--- src/modulo_reservation_table_macros.svh ---
// assertion macros for the modulo reservation table
// used by modules that check their own control logic, needs i_clk and i_rst_n in scope
`ifndef MODULO_RESERVATION_TABLE_MACROS_SVH
`define MODULO_RESERVATION_TABLE_MACROS_SVH

// antecedent implies consequent in the same cycle
`define MRT_ASSERT_NOW(label, ante, cons) \
    label: assert property (@(posedge i_clk) disable iff (!i_rst_n) (ante) |-> (cons)) \
        else $error("mrt assertion failed");

// antecedent implies consequent in the following cycle
`define MRT_ASSERT_NEXT(label, ante, cons) \
    label: assert property (@(posedge i_clk) disable iff (!i_rst_n) (ante) |=> (cons)) \
        else $error("mrt assertion failed");

`endif

--- src/mrt_pkg.sv ---
// shared types and codes for the modulo reservation table
// no dependencies
package mrt_pkg;

    typedef struct packed {
        logic [2:0] command;
        logic [3:0] resource_id;
        logic [6:0] time_slot;
        logic [4:0] span_length;
        logic [1:0] occupancy_kind;
        logic [7:0] op_id;
    } t_in;

    typedef struct packed {
        logic       ok;
        logic [2:0] kind_found;
        logic [1:0] error_code;
    } t_out;

    localparam logic [2:0] CMD_BIND_CELL  = 3'd0;
    localparam logic [2:0] CMD_BIND_SPAN  = 3'd1;
    localparam logic [2:0] CMD_RELEASE    = 3'd2;
    localparam logic [2:0] CMD_QUERY_FREE = 3'd3;
    localparam logic [2:0] CMD_QUERY_KIND = 3'd4;

    localparam logic [1:0] KIND_SINGLE  = 2'd0;
    localparam logic [1:0] KIND_START   = 2'd1;
    localparam logic [1:0] KIND_END     = 2'd2;
    localparam logic [1:0] KIND_IN_PIPE = 2'd3;
    localparam logic [2:0] KIND_NONE    = 3'd4;

    localparam logic [1:0] ERR_NONE  = 2'd0;
    localparam logic [1:0] ERR_RANGE = 2'd1;
    localparam logic [1:0] ERR_FULL  = 2'd2;

    localparam logic CFG_II      = 1'b0;
    localparam logic CFG_SPATIAL = 1'b1;

    // entry layout: valid, kind, op id
    localparam int ENTRY_W = 11;
    localparam int E_VALID = 10;

    typedef struct packed {
        logic accept;
        logic mod_step;
        logic scan_start;
        logic scan_rd;
        logic scan_ev;
        logic step_next;
        logic scan_end;
        logic wr_start;
        logic wr_rd;
        logic wr_ev;
        logic rel_rd;
        logic rel_ev;
        logic clr_wr;
        logic emit;
    } t_dp_cmd;

    typedef struct packed {
        logic early_done;
        logic is_release;
        logic mod_done;
        logic scan_last;
        logic step_last;
        logic is_bind;
        logic bind_ok;
        logic sweep_last;
        logic out_busy;
    } t_dp_st;

    function automatic logic [1:0] span_kind(input logic [4:0] i, input logic [4:0] len);
        logic [1:0] k;
        if (i == 5'd0) begin
            k = KIND_START;
        end else if (i == len - 5'd1) begin
            k = KIND_END;
        end else begin
            k = KIND_IN_PIPE;
        end
        return k;
    endfunction

endpackage

--- src/mrt_ctrl.sv ---
// controller state machine of the modulo reservation table
// depends on mrt_pkg and modulo_reservation_table_macros.svh
`include "modulo_reservation_table_macros.svh"

module mrt_ctrl (
    input  logic            i_clk,
    input  logic            i_rst_n,
    input  logic            i_valid,
    output logic            o_ready,
    input  mrt_pkg::t_dp_st i_st,
    output mrt_pkg::t_dp_cmd o_cmd
);

    localparam logic [3:0] S_CLEAR   = 4'd0;
    localparam logic [3:0] S_IDLE    = 4'd1;
    localparam logic [3:0] S_MOD     = 4'd2;
    localparam logic [3:0] S_SCAN_RD = 4'd3;
    localparam logic [3:0] S_SCAN_EV = 4'd4;
    localparam logic [3:0] S_CHECK   = 4'd5;
    localparam logic [3:0] S_WR_RD   = 4'd6;
    localparam logic [3:0] S_WR_EV   = 4'd7;
    localparam logic [3:0] S_REL_RD  = 4'd8;
    localparam logic [3:0] S_REL_EV  = 4'd9;
    localparam logic [3:0] S_DONE    = 4'd10;

    logic [3:0] r_state;
    logic [3:0] n_state;

    assign o_ready = (r_state == S_IDLE);

    always_comb begin
        n_state = r_state;
        o_cmd   = '0;
        unique case (r_state)
            S_CLEAR: begin
                o_cmd.clr_wr = 1'b1;
                if (i_st.sweep_last) n_state = S_IDLE;
            end
            S_IDLE: begin
                if (i_valid) begin
                    o_cmd.accept = 1'b1;
                    if (i_st.is_release) n_state = S_REL_RD;
                    else if (i_st.early_done) n_state = S_DONE;
                    else n_state = S_MOD;
                end
            end
            S_MOD: begin
                if (i_st.mod_done) begin
                    o_cmd.scan_start = 1'b1;
                    n_state = S_SCAN_RD;
                end else begin
                    o_cmd.mod_step = 1'b1;
                end
            end
            S_SCAN_RD: begin
                o_cmd.scan_rd = 1'b1;
                n_state = S_SCAN_EV;
            end
            S_SCAN_EV: begin
                o_cmd.scan_ev = 1'b1;
                if (!i_st.scan_last) begin
                    n_state = S_SCAN_RD;
                end else if (i_st.step_last) begin
                    n_state = S_CHECK;
                end else begin
                    o_cmd.step_next = 1'b1;
                    n_state = S_SCAN_RD;
                end
            end
            S_CHECK: begin
                o_cmd.scan_end = 1'b1;
                if (i_st.is_bind && i_st.bind_ok) begin
                    o_cmd.wr_start = 1'b1;
                    n_state = S_WR_RD;
                end else begin
                    n_state = S_DONE;
                end
            end
            S_WR_RD: begin
                o_cmd.wr_rd = 1'b1;
                n_state = S_WR_EV;
            end
            S_WR_EV: begin
                o_cmd.wr_ev = 1'b1;
                if (i_st.step_last) begin
                    n_state = S_DONE;
                end else begin
                    o_cmd.step_next = 1'b1;
                    n_state = S_WR_RD;
                end
            end
            S_REL_RD: begin
                o_cmd.rel_rd = 1'b1;
                n_state = S_REL_EV;
            end
            S_REL_EV: begin
                o_cmd.rel_ev = 1'b1;
                n_state = i_st.sweep_last ? S_DONE : S_REL_RD;
            end
            S_DONE: begin
                if (!i_st.out_busy) begin
                    o_cmd.emit = 1'b1;
                    n_state = S_IDLE;
                end
            end
            default: begin
                n_state = S_IDLE;
            end
        endcase
    end

    always_ff @(posedge i_clk) begin
        if (!i_rst_n) begin
            r_state <= S_CLEAR;
        end else begin
            r_state <= n_state;
        end
    end

    // no transfer is taken while the table is being cleared
    `MRT_ASSERT_NOW(a_no_accept_in_clear, r_state == S_CLEAR, !o_ready)
    // an accepted item always leaves idle
    `MRT_ASSERT_NEXT(a_accept_leaves_idle, i_valid && o_ready, r_state != S_IDLE)
    // a finished result with a free output slot returns to idle
    `MRT_ASSERT_NEXT(a_done_to_idle, r_state == S_DONE && !i_st.out_busy, r_state == S_IDLE)
    // a failed check goes straight to done, without writing to the table
    `MRT_ASSERT_NEXT(a_write_after_check, r_state == S_CHECK && !(i_st.is_bind && i_st.bind_ok),
        r_state == S_DONE)

endmodule

--- config.mk ---
export PLATFORM = sky130hd
export DESIGN_NAME = mrt_ctrl
export DESIGN_NICKNAME = d
export VERILOG_FILES = /design/src/mrt_pkg.sv /design/src/mrt_ctrl.sv
export VERILOG_INCLUDE_DIRS = /design/src /design/src/src
export SDC_FILE = /design/constraint.sdc
export NUM_CORES = 1
export LEC_CHECK = 0
export ABC_AREA = 1
export BUFFER_PORTS_ARGS = -buffer_cell sky130_fd_sc_hd__buf_2
export CORE_AREA = 3 3 40 42
export DETAILED_ROUTE_END_ITERATION = 10
export DIE_AREA = 0 0 43 45
export PLACE_DENSITY = 0.66
export SYNTH_ARGS = -nofsm -noshare
export SYNTH_HDL_FRONTEND = slang
export SYNTH_SLANG_ARGS = --single-unit
--- constraint.sdc ---
create_clock -name i_clk -period 1.5 [get_ports i_clk]
set_clock_uncertainty 0.15 [all_clocks]
set_input_delay 0.225 -clock i_clk [delete_from_list [all_inputs] [get_ports i_clk]]
set_output_delay 0.225 -clock i_clk [all_outputs]
set_load 0.05 [all_outputs]
* Word level (Yosys, flattened, before mapping)
Index checks and enable logic that the tools add are counted.
W data, S select, Z words.
** Cells by class
- Equality and inequality tests :: 14
- Muxes and demuxes :: 31
- Reductions and logical operators :: 3
** Operator list (number)
- $pmux W4 S11 :: 1
- $mux W4 :: 9
- $eq A4 B3 Y1 const B :: 4
- $mux W1 :: 16
- $eq A4 B4 Y1 const B :: 3
- $eq A4 B2 Y1 const B :: 2
- $ne A2 B2 Y1 const B :: 4
- $mux W2 :: 3
- $eq A4 B1 Y1 const B :: 1
- $logic_not A4 Y1 :: 1
- $reduce_and A4 Y1 :: 1
- $mux W3 :: 1
- $pmux W1 S2 :: 1
- $logic_and A1 B1 Y1 :: 1
** Storage, ports and cells
- Register bits after elaboration :: 4
- Bits of input ports :: 12
- Logic and storage cells :: 49

* Longest topological paths before layout
- Word-level depth :: 4
- Depth in mapped cells :: 8
- Mapped depth without buffers :: 8

* Least setup slack after synthesis
OpenSTA, ideal clock, no wires.
- Kind :: reg-to-output
- From :: reg r_state[3]
- To :: out o_cmd[0] (netlist name)
- Arrival :: 2159 ps
- Data required time :: 1125 ps
- Setup slack :: -1034 ps
- Stages on the path, launching flop included :: 5
- Buffers on the path :: 0
- Path through :: dfxtp_1 > inv_2 > nor2_1 > inv_1 > nor4_1
** RTL lines
- start: declaration :: line mrt_ctrl.sv:26 : logic [3:0] r_state;
- start signal: assignment :: line mrt_ctrl.sv:116 : r_state <= n_state;
- end: declaration :: line mrt_ctrl.sv:11 : output mrt_pkg::t_dp_cmd o_cmd

==> impl_metrics.toml <==
[status]
status = "finished, violations left"
violations = "negative setup slack"

[place]
dp_hpwl_um = 1220
numPortBuffers = 26
gp_congestion = 0.786
place_ws_ps = -44.3

[cts]
cts_tree = "yes"
clk_latency_ps = 250
cts_sinks = 4
cts-root-buf = "clkbuf_4"
clock_path_buffers = 2
cts_buffers = 3
clkTransAtPathRegs_ps = 40
cts_htree_levels = 1

[global_route]
overflow = 0
grt_pass1_wl_um = 2650
antenna_found_initial = 0
gr-usage-all-layers_pct = 18.6
grt_pass1_vias = 619
grt_max_degree = 7

[timing]
setup_ws_ps = -185
hold_viol_final = 0
fin_crit_sh_pct = 112
worstMarginPinSlew_ps = 298
rsz0062_at_grt = "yes"
max_freq_mhz = 593
period_needed_ps = 1690
maxSlewViolCount = 0
maxSlewHeadroom_pct = 80.0
setup_viol = 17

[final_layout]
largest_register_ffs = 4
multi_input_area_sq_um = 450
syn_to_final_growth_pct = 135
max_flop_register = "r_state"
ff_latch_area_sq_um = 95.1
nNetsFinal = 153
fill_cells = 70
n_antenna_cell = 0
drive_gt1_share_pct = 66.4
utilization_pct = 85.5
largestRegisters = "r_state x4"

[floorplan]
start_util_pct = 36.4
ioPinCount = 27
die_w_um = 43
die_y_um = 45
dieArea_sq_um = 1940
fp-row-count = 13
fp.coreArea_sq_um = 1280

[worst_setup_path]
cp.required_ps = 1120
critPathMaxFanout = 5
crit_path_start_kind = "register"
critPathCaptureType = "primary output"
path_class = "reg2out"
arrival_ps = 1310

[job]
maxCapViolCount = 0

[detailed_routing]
wl_um = 2220
wl_per_cell_um = 14.3
drc = 0
dr.pass1.iters = 6
vias = 775
dr.first_iter.drc_count = 21
ant_nets = 0
viasPerCell = 5.00

[power]
p_int_mw = 0.616
combPwrFrac_pct = 73.6
powerDensity_nw_per_um2 = 1150
pwr-share-clk_pct = 12.1
p_seq_share_pct = 14.3
p_sw_mw = 0.643
swShare_pct = 51.1
peakVddDrop_mv = 0.755
power.leakage_nw = 0.556

[synth]
synth_top_area_share_pct = 20.1
syn-mean-instance-area_sq_um = 5.26
synth-seq-cells = 4
ys_types = 17
syn_inst = 89
syn_area_sq_um = 468
ys_warn_count = 0
synth_top_cell_by_area = "nand2_1"
mappedNetlistNets = 101
yosysSeqAreaShare_pct = 17.1
netlist_top_cells_area = "nand2_1, dfxtp_1, inv_1, nand3_1, nor2_1"

[min_path]
hold_path.class = "in2reg"
[worst max-delay path, stage by stage, from the launching register on]
cell	delay, ps
dfxtp_4	380
inv_4	50
nor2_4	120
inv_2	80
nor2_4	130
nand3_4	90
clkinvlp_4	80
buf_8	130
[Yosys cell counts]
| cell type | n |
|---|---|
| nand2_1 | 25 |
| inv_1 | 16 |
| nor2_1 | 11 |
| nand3_1 | 10 |
| inv_2 | 6 |
| nor2_2 | 5 |
| dfxtp_1 | 4 |
| a21oi_1 | 2 |
| nor2_4 | 2 |
| a21oi_2 | 1 |
| nand2_2 | 1 |
| nand3_2 | 1 |
| nand3b_1 | 1 |
| nor3_1 | 1 |
| nor4_1 | 1 |
| o21ai_0 | 1 |
| o31ai_1 | 1 |
[what timing repair did]
action                                 CTS  global route
setup endpoints to repair               15            19
hold buffers                             0             0
endpoints found under the hold margin    0             0
resized for setup                       34            34
pin swaps                                5            11
buffers inserted                         4             6
[cell families after synthesis]
group	synth area share (%)
AOI/OAI and AO/OA	6.68
buffers and inverters	17.6
DFF	17.1
and+or+nand+nor	58.6
[layout make-up]
type | instances | area share [%]
Clock buffer | 4 | 2.39
Sequential cell | 4 | 8.66
Tap cell | 15 | 1.71
Timing Repair Buffer | 47 | 37.5
Multi-Input combinational cell | 63 | 41.0
Inverter | 22 | 8.77
[cell usage in the layout, fill, tap and decap left out, types with 2 or more instances in the layout]
cell type and instances:
inv_2 6, dfxtp_4 4, nand2_2 2, buf_8 6, inv_4 2, nor2_1 4, buf_6 11, nand2_1 21
nor2_4 10, buf_2 11, a21oi_2 3, buf_4 19, nand3_4 2, nand3_2 3, inv_1 12, nor2_2 4
nand2_4 3, clkbuf_4 3, nand3_1 6
[path summary, 6_finish.rpt]
path / from / endpoint / slack [ps] / cells past startpoint
setup / recovery: r_state[0]$_SDFFE_PN0P_ / o_cmd[6] / -190 / 7
hold / removal: i_rst_n / r_state[0]$_SDFFE_PN0P_ / 130 / 3
setup reg to reg: r_state[0]$_SDFFE_PN0P_ / r_state[3]$_SDFFE_PN0P_ / -90 / 11
hold reg to reg: r_state[0]$_SDFFE_PN0P_ / r_state[0]$_SDFFE_PN0P_ / 540 / 4
[power by group through the flow]
stage / logic [mW] / registers, mW / clock network [mW]
global route: 0.978 / 0.185 / 0.164
finish: 0.927 / 0.180 / 0.152
floorplan: 0.432 / 0.174 / 0
global placement: 0.637 / 0.172 / 0
detailed placement: 0.644 / 0.173 / 0
CTS: 0.772 / 0.173 / 0.157
[per-stage QoR]
stage / setup TNS (ps) / total power [mW] / hold slack [ps] / std cells / area (sq um)
6_report: -1560 / 1.26 / 127 / 155 / 1100
5_1_grt: -2680 / 1.33 / 145 / 155 / 1100
4_1_cts: -1450 / 1.10 / 111 / 149 / 936
3_5_place_dp: -116 / 0.816 / 362 / 141 / 774
3_3_place_gp: -22.5 / 0.809 / 352 / 141 / 774
2_1_floorplan: -579 / 0.606 / 246 / 89 / 543
[layer usage]
layer | global-route usage (%) | wire [um] | up-vias
li1 | - | - | 372
met1 | 21.3 | 863 | 362
met2 | 33.5 | 1200 | 31
met3 | 1.99 | 76 | 10
met4 | 10.8 | 78 | 0
met5 | 0 | 0 | -
(Power assumes the default switching activity.)
